**config.mk**
```make
export PLATFORM = sky130hd
export DESIGN_NAME = utf8_text_cursor_glyph_mapper_top
export DESIGN_NICKNAME = d
export VERILOG_FILES = /design/src/utcg_pkg.sv /design/src/utf8_text_cursor_glyph_mapper_top.sv /design/src/utcg_cursor.sv /design/src/utcg_out_stage.sv
export SDC_FILE = /design/constraint.sdc
export NUM_CORES = 1
export LEC_CHECK = 0
export ABC_AREA = 0
export BUFFER_PORTS_ARGS = -buffer_cell sky130_fd_sc_hd__buf_2
export CAP_MARGIN = 15
export CORE_ASPECT_RATIO = 1.75
export CORE_MARGIN = 10
export CORE_UTILIZATION = 57
export DETAILED_ROUTE_END_ITERATION = 6
export PLACE_DENSITY = 0.8
export SETUP_SLACK_MARGIN = 0.2
export SYNTH_ARGS = -nofsm -noshare
export SYNTH_HDL_FRONTEND = slang
export SYNTH_SLANG_ARGS = --single-unit
```
**constraint.sdc**
```tcl
create_clock -name clk -period 8.6 [get_ports clk]
set_input_delay 0.86 -clock clk [delete_from_list [all_inputs] [get_ports clk]]
set_output_delay 0.86 -clock clk [all_outputs]
set_load 0.02 [all_outputs]
```
**src/utcg_pkg.sv**
```systemverilog
// Shared types, constants and the glyph lookup for the UTF-8 text cursor glyph mapper.
// No dependencies; every other file in src imports this package.
package utcg_pkg;

    localparam int DISPLAY_WIDTH_DEF  = 128;
    localparam int DISPLAY_HEIGHT_DEF = 64;

    localparam int GLYPH_W     = 7;
    localparam int ADDR_W      = 10;
    localparam int COLUMN_W    = 7;
    localparam int PAGE_W      = 3;
    localparam int CHAR_ROWS   = 8;
    localparam int CHAR_STEP   = 8;

    localparam logic [GLYPH_W-1:0] GLYPH_BLANK      = 7'd0;
    localparam logic [GLYPH_W-1:0] GLYPH_UPPER_BASE = 7'd1;
    localparam logic [GLYPH_W-1:0] GLYPH_DIGIT_BASE = 7'd27;
    localparam logic [GLYPH_W-1:0] GLYPH_LOWER_BASE = 7'd37;

    localparam logic [7:0] CH_NUL = 8'h00;

    typedef struct packed {
        logic [7:0] text_byte;
        logic       starts_string;
        logic [6:0] start_x;
        logic [5:0] start_y;
    } text_item_t;

    typedef struct packed {
        logic [GLYPH_W-1:0]  glyph_index;
        logic [ADDR_W-1:0]   byte_address;
        logic [COLUMN_W-1:0] column;
        logic [PAGE_W-1:0]   page;
    } glyph_item_t;

    // Result of one cursor step, handed to the output stage
    typedef struct packed {
        logic        emit;
        glyph_item_t item;
    } step_res_t;

    function automatic logic [GLYPH_W-1:0] glyph_of(input logic [7:0] c);
        logic [GLYPH_W-1:0] g;
        g = GLYPH_BLANK;
        if (c >= 8'h41 && c <= 8'h5A)
        begin
            g = GLYPH_UPPER_BASE + GLYPH_W'(c - 8'h41);
        end
        else if (c >= 8'h30 && c <= 8'h39)
        begin
            g = GLYPH_DIGIT_BASE + GLYPH_W'(c - 8'h30);
        end
        else if (c >= 8'h61 && c <= 8'h7A)
        begin
            g = GLYPH_LOWER_BASE + GLYPH_W'(c - 8'h61);
        end
        else
        begin
            case (c)
                8'h2E:   g = 7'd63;
                8'h3A:   g = 7'd64;
                8'h23:   g = 7'd65;
                8'h21:   g = 7'd66;
                8'h3F:   g = 7'd67;
                8'hC3:   g = 7'd68;
                8'hC2:   g = 7'd69;
                8'hC1:   g = 7'd70;
                8'hC0:   g = 7'd71;
                8'hC9:   g = 7'd72;
                8'hCA:   g = 7'd73;
                8'hCD:   g = 7'd74;
                8'hD3:   g = 7'd75;
                8'hD4:   g = 7'd76;
                8'hD5:   g = 7'd77;
                8'hDA:   g = 7'd78;
                8'hC7:   g = 7'd79;
                8'hE7:   g = 7'd80;
                8'hE3:   g = 7'd81;
                8'hE1:   g = 7'd82;
                8'hE0:   g = 7'd83;
                8'hE2:   g = 7'd84;
                8'hE9:   g = 7'd85;
                8'hEA:   g = 7'd86;
                8'hED:   g = 7'd87;
                8'hF3:   g = 7'd88;
                8'hF4:   g = 7'd89;
                8'hFA:   g = 7'd90;
                8'h2C:   g = 7'd91;
                default: g = GLYPH_BLANK;
            endcase
        end
        return g;
    endfunction

endpackage

```
**src/utf8_text_cursor_glyph_mapper_top.sv**
```systemverilog
// Top level of the UTF-8 text cursor glyph mapper: input register, cursor step, result register.
// Depends on utcg_pkg, utcg_cursor and utcg_out_stage.
//
// Usage:
//   text channel  (text_valid/text_ready/text_item): one UTF-8 byte per transaction,
//     with starts_string, start_x and start_y to open a new string at a position.
//   glyph channel (glyph_valid/glyph_ready/glyph_item): glyph index, framebuffer byte
//     address, column and page for each character that lands on the screen.
// Throughput: one byte per cycle unless the glyph channel stalls. Path: a byte accepted into
//   the input register reaches glyph_valid through the cursor step and the result register.
// Bytes that produce no glyph (lead bytes, skipped bytes, zero, off-screen or closed
//   string) update the cursor and vanish without touching the glyph channel.
// Stall: while glyph_valid waits for glyph_ready, one more byte may sit in the input
//   register; a byte that produces a glyph then holds there, and text_ready drops.
// Reset: cursor at 0,0, no pending lead byte, no open string, both registers empty.
module utf8_text_cursor_glyph_mapper_top #(
    parameter int DISPLAY_WIDTH  = utcg_pkg::DISPLAY_WIDTH_DEF,
    parameter int DISPLAY_HEIGHT = utcg_pkg::DISPLAY_HEIGHT_DEF
) (
    input  logic                  clk,
    input  logic                  rst_n,
    input  logic                  text_valid,
    output logic                  text_ready,
    input  utcg_pkg::text_item_t  text_item,
    output logic                  glyph_valid,
    input  logic                  glyph_ready,
    output utcg_pkg::glyph_item_t glyph_item
);
    import utcg_pkg::*;

    logic       in_valid_reg, in_valid_next;
    text_item_t in_data_reg;
    step_res_t  res;
    logic       space;
    logic       step_en;

    // Advance the held byte unless it produces a glyph and the result register cannot take it
    assign step_en    = in_valid_reg && (!res.emit || space);
    assign text_ready = !in_valid_reg || step_en;

    always_comb
    begin
        in_valid_next = in_valid_reg;
        if (text_valid && text_ready)
        begin
            in_valid_next = 1'b1;
        end
        else if (step_en)
        begin
            in_valid_next = 1'b0;
        end
    end

    always_ff @(posedge clk or negedge rst_n)
    begin
        if (!rst_n)
        begin
            in_valid_reg <= 1'b0;
        end
        else
        begin
            in_valid_reg <= in_valid_next;
        end
    end

    always_ff @(posedge clk)
    begin
        if (text_valid && text_ready)
        begin
            in_data_reg <= text_item;
        end
    end

    utcg_cursor #(
        .DISPLAY_WIDTH  (DISPLAY_WIDTH),
        .DISPLAY_HEIGHT (DISPLAY_HEIGHT)
    ) u_cursor (
        .clk     (clk),
        .rst_n   (rst_n),
        .step_en (step_en),
        .item    (in_data_reg),
        .res     (res)
    );

    utcg_out_stage u_out (
        .clk         (clk),
        .rst_n       (rst_n),
        .load        (step_en),
        .res         (res),
        .space       (space),
        .glyph_valid (glyph_valid),
        .glyph_ready (glyph_ready),
        .glyph_item  (glyph_item)
    );

endmodule

```
**src/utcg_cursor.sv**
```systemverilog
// Cursor and UTF-8 lead state: decodes one byte, maps the glyph and moves the cursor.
// Depends on utcg_pkg (item types, glyph_of).
module utcg_cursor #(
    parameter int DISPLAY_WIDTH  = utcg_pkg::DISPLAY_WIDTH_DEF,
    parameter int DISPLAY_HEIGHT = utcg_pkg::DISPLAY_HEIGHT_DEF
) (
    input  logic                  clk,
    input  logic                  rst_n,
    input  logic                  step_en,
    input  utcg_pkg::text_item_t  item,
    output utcg_pkg::step_res_t   res
);
    import utcg_pkg::*;

    localparam int CX_W = ($clog2(DISPLAY_WIDTH) > 7) ? $clog2(DISPLAY_WIDTH) : 7;
    localparam int CY_W = ($clog2(DISPLAY_HEIGHT) > 6) ? $clog2(DISPLAY_HEIGHT) : 6;
    localparam int PG_W = CY_W - 3;
    localparam int AW   = PG_W + CX_W + 2;
    localparam logic [CX_W:0] MAX_X = (CX_W+1)'(DISPLAY_WIDTH - CHAR_STEP);
    localparam logic [CY_W:0] MAX_Y = (CY_W+1)'(DISPLAY_HEIGHT - CHAR_ROWS);

    logic [CX_W-1:0] cx_reg, cx_next;
    logic [CY_W-1:0] cy_reg, cy_next;
    logic            lead_reg, lead_next;
    logic [1:0]      lbits_reg, lbits_next;
    logic            active_reg, active_next;

    logic [CX_W-1:0] x;
    logic [CY_W-1:0] y;
    logic            has_ch;
    logic [7:0]      ch;
    logic [CX_W:0]   x_sum;
    logic [CY_W:0]   y_sum;
    logic [PG_W-1:0] pg;
    logic [AW-1:0]   addr;

    always_comb
    begin
        x           = item.starts_string ? CX_W'(item.start_x) : cx_reg;
        y           = item.starts_string ? CY_W'(item.start_y) : cy_reg;
        lead_next   = item.starts_string ? 1'b0 : lead_reg;
        lbits_next  = item.starts_string ? 2'b00 : lbits_reg;
        active_next = item.starts_string | active_reg;
        has_ch      = 1'b0;
        ch          = item.text_byte;

        // Start row already past the last text row: close at once
        if (active_next && ({1'b0, y} > MAX_Y))
        begin
            active_next = 1'b0;
        end

        if (active_next)
        begin
            if (item.text_byte == CH_NUL)
            begin
                lead_next   = 1'b0;
                lbits_next  = 2'b00;
                active_next = 1'b0;
            end
            else if (lead_next)
            begin
                ch         = {lbits_next, item.text_byte[5:0]};
                has_ch     = 1'b1;
                lead_next  = 1'b0;
                lbits_next = 2'b00;
            end
            else if (!item.text_byte[7])
            begin
                has_ch = 1'b1;
            end
            else if (item.text_byte[7:5] == 3'b110)
            begin
                lead_next  = 1'b1;
                lbits_next = item.text_byte[1:0];
            end
        end

        x_sum   = {1'b0, x} + (CX_W+1)'(CHAR_STEP);
        y_sum   = {1'b0, y} + (CY_W+1)'(CHAR_ROWS);
        cx_next = x;
        cy_next = y;
        if (has_ch)
        begin
            if (x_sum > MAX_X)
            begin
                // Wrap to the start of the next text row
                cx_next = '0;
                cy_next = y_sum[CY_W-1:0];
                if (y_sum > MAX_Y)
                begin
                    active_next = 1'b0;
                end
            end
            else
            begin
                cx_next = x_sum[CX_W-1:0];
            end
        end

        pg   = y[CY_W-1:3];
        addr = AW'(pg) * AW'(DISPLAY_WIDTH) + AW'(x);

        res.emit              = has_ch && ({1'b0, x} <= MAX_X);
        res.item.glyph_index  = glyph_of(ch);
        res.item.byte_address = addr[ADDR_W-1:0];
        res.item.column       = x[COLUMN_W-1:0];
        res.item.page         = pg[PAGE_W-1:0];
    end

    always_ff @(posedge clk or negedge rst_n)
    begin
        if (!rst_n)
        begin
            cx_reg     <= '0;
            cy_reg     <= '0;
            lead_reg   <= 1'b0;
            lbits_reg  <= 2'b00;
            active_reg <= 1'b0;
        end
        else if (step_en)
        begin
            cx_reg     <= cx_next;
            cy_reg     <= cy_next;
            lead_reg   <= lead_next;
            lbits_reg  <= lbits_next;
            active_reg <= active_next;
        end
    end

endmodule

```
**src/utcg_out_stage.sv**
```systemverilog
// Result register: holds one glyph transaction until the receiver takes it.
// Depends on utcg_pkg (glyph_item_t, step_res_t).
module utcg_out_stage (
    input  logic                  clk,
    input  logic                  rst_n,
    input  logic                  load,
    input  utcg_pkg::step_res_t   res,
    output logic                  space,
    output logic                  glyph_valid,
    input  logic                  glyph_ready,
    output utcg_pkg::glyph_item_t glyph_item
);
    import utcg_pkg::*;

    logic        valid_reg, valid_next;
    glyph_item_t data_reg;

    assign space       = !valid_reg || glyph_ready;
    assign glyph_valid = valid_reg;
    assign glyph_item  = data_reg;

    always_comb
    begin
        valid_next = valid_reg;
        if (load && res.emit)
        begin
            valid_next = 1'b1;
        end
        else if (glyph_ready)
        begin
            valid_next = 1'b0;
        end
    end

    always_ff @(posedge clk or negedge rst_n)
    begin
        if (!rst_n)
        begin
            valid_reg <= 1'b0;
        end
        else
        begin
            valid_reg <= valid_next;
        end
    end

    always_ff @(posedge clk)
    begin
        if (load && res.emit)
        begin
            data_reg <= res.item;
        end
    end

endmodule

```
==> results.toml, run 1 <==
[clock_tree]
clk_pin_slew_ps = 60
cts_root_buf = "clkbuf_8"
post_cts_resized = 0
cts_max_level = 3
post_cts_buffers = 0
ctsHoldBuffers = 0
tritoncts = "built"
cts_sinks = 58
clock_tree.buffer_depth = 2
clock_latency_ps = 340
cts_inserted_buffers = 9

[final_layout]
drive_gt1_share_pct = 21.1
final_area_um2 = 3940
largest_register_ffs = 22
syn2layout_area_growth_pct = 10.6
instances_no_fill = 473
final_common_cell = "buf_2"
final_cell_mix = "buf_2 (54), edfxtp_1 (39), nand2_1 (35)"
fill_cells = 536
antennaDiodeCount = 0
final_nets = 426

[setup_path]
cpMaxStageDelayCell = "edfxtp_1"
reg2reg_from = "in_data_reg[17]"
crit_end = "text_ready"
worst-path-max-fanout = 28
rr_worst_depth = 8
cp-end-kind = "output pin"
crit_start = "in_data_reg[13]"
start_kind = "flop"
arrival_ps = 3340
cp_cell_sequence = "mux2i_1 > inv_1 > ha_1 > o221ai_2 > a221o_1 > nor2_1 > nand4b_1 > buf_2"
worstPathRequired_ps = 7740
r2r_end = "in_data_reg[18]"
max_stage_delay_ps = 1010
r2r_setup_slack_ps = 4620
critical_path_class = "reg2out"

[sta]
max_freq_mhz = 238
setup_viol = 0
setup_tns_ps = 0
min_period_ps = 4200
maxSlewHeadroom_pct = 32.5
max_slew.worst_pin.slew_ps = 1010
hold_viol_final = 0
min_period_over_period_pct = 48.9
slew_violations = 0
fin_skew_ps = 8.94
rsz0062_at_grt = "no"

[pwr]
power_leakage_nw = 1.61
cellPowerDensity_nw_per_um2 = 192
vdd.ir_drop.worst_v = 0.000147

[detailed_routing]
wire_per_inst_um = 18.4
antenna_left = 0
initialDrtViolationCount = 140
vias = 2855
via_per_inst = 6.04
post-route-drc-count = 0
routed_wl_um = 8680
first_pass_iters = 4

[grt]
first_global_vias = 2817
grt_pass1_wl_um = 14000
met2_usage_pct = 30.9
grt_max_degree = 29
grt-busiest-layer = "met2"
grt_usage_pct = 17.9
met3_usage_pct = 5.06
met1_usage_pct = 17.7
antenna_found_initial = 0
grt-ovfl-total = 0

[placed_design]
dp_hpwl_um = 6660
placed_area_um2 = 3780
io_buffers = 54
place_congestion = 0.945
place_inst = 456

[synthesis]
yosysSeqAreaShare_pct = 46.2
ys_warn_count = 0
syn_inst = 350
syn_nets = 388
synthFlopType = "edfxtp_1"
synthDistinctLibCells = 63
ys_seq_elements = 58
synth-edff-count = 39
syn-cell-area_um2 = 3560
syn_avg_cell_area_um2 = 10.2
synthArstFlopShare_pct = 32.8

[min_path]
worstHoldPathType = "in2async"

[floorplanning]
rows = 38
die_height_um = 125
die_area_um2 = 9940
die_w_um = 79.8
start_util_pct = 58.1
core_um2 = 6130
pin_count = 55

[outcome]
status = "completed"

[flow_run]
maxCapViolCount = 0
==> layer usage <==
metal	routed length, um	up-vias
met5	0	-
met4	432	0
met3	395	25
met2	4680	75
met1	3170	1378
li1	-	1377
==> worst max-delay path: cells and delay by family (launching register included) <==
kind | cells | cell delay (ps)
simple gates | 2 | 400
buf+inv | 2 | 350
mux | 1 | 220
fa+ha+maj | 1 | 240
flops | 1 | 1010
compound gates | 2 | 770
==> cells by family (layout without fill, tap and decap cells) <==
family | Yosys count | after routing | share of synthesized area, %
adders and majority gates | 12 | 12 | 4.21
buffers and inverters | 42 | 85 | 5.97
muxes | 17 | 17 | 5.05
AOI/OAI and AO/OA | 107 | 107 | 21.0
and+or+nand+nor | 110 | 110 | 16.6
DFF | 58 | 58 | 46.2
xor gates and xnor gates | 4 | 4 | 0.983
==> power by group <==
group	internal [mW]	leakage, nW	switching [mW]
Clock	0.0987	0.0776	0.0951
Combinational	0.0719	0.927	0.118
Sequential	0.340	0.610	0.0323
==> synth_stat cells, drive strengths merged, types with 2 or more instances <==
master | count | area [um^2]
and3 | 3 | 18.8
a22oi | 6 | 45.0
dfrtp | 19 | 475
inv | 14 | 52.6
a21boi | 2 | 15.0
buf | 17 | 119
nor2 | 17 | 63.8
clkbuf | 11 | 41.3
xnor2 | 4 | 35.0
a211o | 2 | 17.5
a2111o | 2 | 22.5
nor2b | 3 | 18.8
nand2 | 35 | 131
o31ai | 6 | 58.8
o21a | 3 | 22.5
edfxtp | 39 | 1170
mux2 | 8 | 90.1
a21oi | 13 | 65.1
mux2i | 9 | 90.1
nand4b | 3 | 26.3
ha | 12 | 150
nand3 | 9 | 45.0
and4 | 2 | 17.5
and3b | 2 | 17.5
o21ai | 35 | 175
o221ai | 3 | 32.5
nor3b | 4 | 30.0
a32oi | 2 | 17.5
and2 | 8 | 50.1
o211a | 2 | 20.0
o211ai | 4 | 30.0
a311oi | 2 | 17.5
a31o | 3 | 26.3
a2bb2oi | 2 | 17.5
a21o | 3 | 22.5
nand4 | 3 | 18.8
nand2b | 10 | 62.6
a211oi | 3 | 22.5
a31oi | 5 | 31.3
nor3 | 5 | 25.0
==> per-stage QoR <==
step	utilization (%)	hold WS [ps]	setup WS (ps)	power, mW
CTS	64.1	460	4400	0.765
detailed placement	61.6	479	4470	0.565
finish	64.3	460	4400	0.756
floorplan	-	448	4630	0.511
global placement	61.6	470	4590	0.559
global route	64.3	476	4070	0.802
==> cell type report <==
class / count / area [um^2] / share of cell area [%]
Clock inverter: 6 / 23.8 / 0.603
Multi-Input combinational cell: 250 / 1710 / 43.4
Clock buffer: 10 / 128 / 3.24
Sequential cell: 58 / 1650 / 41.8
Inverter: 14 / 52.6 / 1.33
Tap cell: 80 / 100 / 2.54
Timing Repair Buffer: 55 / 282 / 7.14
==> how the worst min path moves through the flow <==
stage,startpoint,end,slack [ps],depth (start not counted)
after CTS,rst_n,u_cursor.lbits_reg[1],460,1
after global routing,rst_n,u_cursor.cx_reg[6],480,1
final,rst_n,u_cursor.lbits_reg[0],460,1
after global placement,u_cursor.cx_reg[2],u_cursor.cx_reg[2],470,2
after floorplan,u_cursor.cx_reg[2],u_cursor.cx_reg[2],450,2
after detailed placement,u_cursor.cx_reg[2],u_cursor.cx_reg[2],480,2
Note: power is estimated with default switching activity, not from simulation.
==> inputs of run 2 (changes only) <==
- CORE_UTILIZATION: 57 -> 52
- PLACE_DENSITY: 0.8 -> 0.77
- clock period: 8.6 -> 3.8 ns (I/O delays scaled with it)
==> run 2 against run 1 <==
Effect of this change: clock skew is 1.6 ps lower; cell count is 2.5% higher; critical path depth stayed put; power grew to 2.7 times the previous value; via count is 3.0% higher; wire length is 2.3% lower; worst setup slack worse by 4000 ps; core utilization is 1.4 points lower; critical endpoint unchanged.
==> results.toml, run 2 (synthesized netlist as in run 1, its figures left out) <==
[placed_design]
io_buffers = 54
dp_slack_ps = 564
place_congestion = 0.940
dp_hpwl_um = 6350

[detailed_routing]
routed_wl_um = 8490
vias = 2942
via_per_inst = 6.07
initialDrtViolationCount = 155
first_pass_iters = 5
post-route-drc-count = 0
wire_per_inst_um = 17.5
antenna_left = 0

[grt]
grt-busiest-layer = "met2"
grt-ovfl-total = 0
grt_usage_pct = 16.9
antenna_found_initial = 0
grt_max_degree = 25
met2_usage_pct = 29.3
grt_pass1_wl_um = 13900
first_global_vias = 2953
met3_usage_pct = 4.78
met1_usage_pct = 16.7

[sta]
rsz0062_at_grt = "no"
setup_tns_ps = 0
hold_viol_final = 0
min_period_ps = 3360
setup_viol = 0
fin_skew_ps = 7.34
slew_violations = 0
maxSlewHeadroom_pct = 59.8
max_slew.worst_pin.slew_ps = 600
min_period_over_period_pct = 88.3
post-route-worst-setup-slack_ps = 443
max_freq_mhz = 298

[setup_path]
cp-end-kind = "output pin"
path_buf_inv = 2
critical_path_class = "reg2out"
max_stage_delay_ps = 500
worstPathRequired_ps = 3420
arrival_ps = 2980
cp_cell_sequence = "inv_1 > ha_1 > nor3b_1 > and3_1 > a221o_1 > nor2_1 > nand4b_1 > buf_2"
start_kind = "flop"
crit_family = "simple AND/OR/NAND/NOR gates"
cpMaxStageDelayCell = "a221o_1"
worst-path-max-fanout = 14

[pwr]
power_leakage_nw = 1.72
vdd.ir_drop.worst_v = 0.000432
cellPowerDensity_nw_per_um2 = 489

[floorplanning]
core_um2 = 6590
rows = 39
start_util_pct = 54.1
die_area_um2 = 10700
die_height_um = 130
die_w_um = 82.6
pin_count = 55

[clock_tree]
clock_tree.buffer_depth = 2
cts_max_level = 3
post_cts_resized = 0
cts_sinks = 58
tritoncts = "built"
clock_latency_ps = 330
clk_pin_slew_ps = 50
cts_root_buf = "clkbuf_16"
cts_inserted_buffers = 9

[final_layout]
final_common_cell = "buf_2"
largest_register_ffs = 22
drive_gt1_share_pct = 23.6
fill_cells = 559
final_cell_mix = "buf_2 (54), edfxtp_1 (39), nand2_1 (35)"
final_nets = 436
antennaDiodeCount = 0
syn2layout_area_growth_pct = 16.3

[outcome]
status = "completed"

[flow_run]
maxCapViolCount = 0

[min_path]
worstHoldPathType = "in2async"
run 2: power by group:
part | leakage [nW] | internal (mW) | switching [mW]
clock network | 0.138 | 0.501 | 0.251
logic | 0.974 | 0.169 | 0.273
registers | 0.610 | 0.771 | 0.0626
total | 1.72 | 1.44 | 0.586
run 2: path summary, 6_finish.rpt:
kind                                      end                from  cells after the start  slack [ps]
setup / recovery                   text_ready     in_data_reg[17]                      8         440
max in group asynchronous  u_cursor.cx_reg[5]               rst_n                      1        3470
min in group clk              in_data_reg[20]       text_item[20]                      1         230
hold reg to reg            u_cursor.cx_reg[2]  u_cursor.cx_reg[2]                      2         490
setup reg to reg              in_data_reg[14]     in_data_reg[17]                      9         580
hold / removal             u_cursor.cy_reg[1]               rst_n                      1           3
run 2: layout make-up:
class	instances	area, um^2	share of cell area [%]
sequential	58	1650	39.7
timing repair buffer	65	353	8.51
clock buffer	12	236	5.70
tap	82	103	2.48
inverter	14	52.6	1.27
multi-input combinational	250	1710	41.3
clock inverter	4	43.8	1.06
run 2: repair_timing:
action	in CTS	in global routing
hold buffers	0	0
setup endpoints to repair	0	1
buffers inserted	0	4
run 2: metrics by stage:
step / area, um^2 / utilization, % / total power, mW / cells / hold WS [ps]
2_1_floorplan: 3570 / - / 1.16 / 350 / 84.4
5_1_grt: 4150 / 62.9 / 2.14 / 485 / 27.7
3_3_place_gp: 3830 / 58.2 / 1.26 / 465 / 355
6_report: 4150 / 62.9 / 2.03 / 485 / 3.48
4_1_cts: 4120 / 62.5 / 2.05 / 481 / 13.5
3_5_place_dp: 3830 / 58.2 / 1.28 / 465 / 367
run 2: worst register-to-register path, cell delays in order, from the launching register on:
cell      delay, ps
edfxtp_1        490
inv_1           180
ha_1            240
nor3b_1         410
and3_1          340
a221o_1         500
nor2_1          140
nand4b_1        160
and2_1          140
buf_4           290
run 2: per-layer routing:
layer / up-vias / share of wire [%]
li1: 1405 / -
met2: 126 / 55
met1: 1378 / 35
met5: - / 0
met3: 33 / 5.7
met4: 0 / 4.4
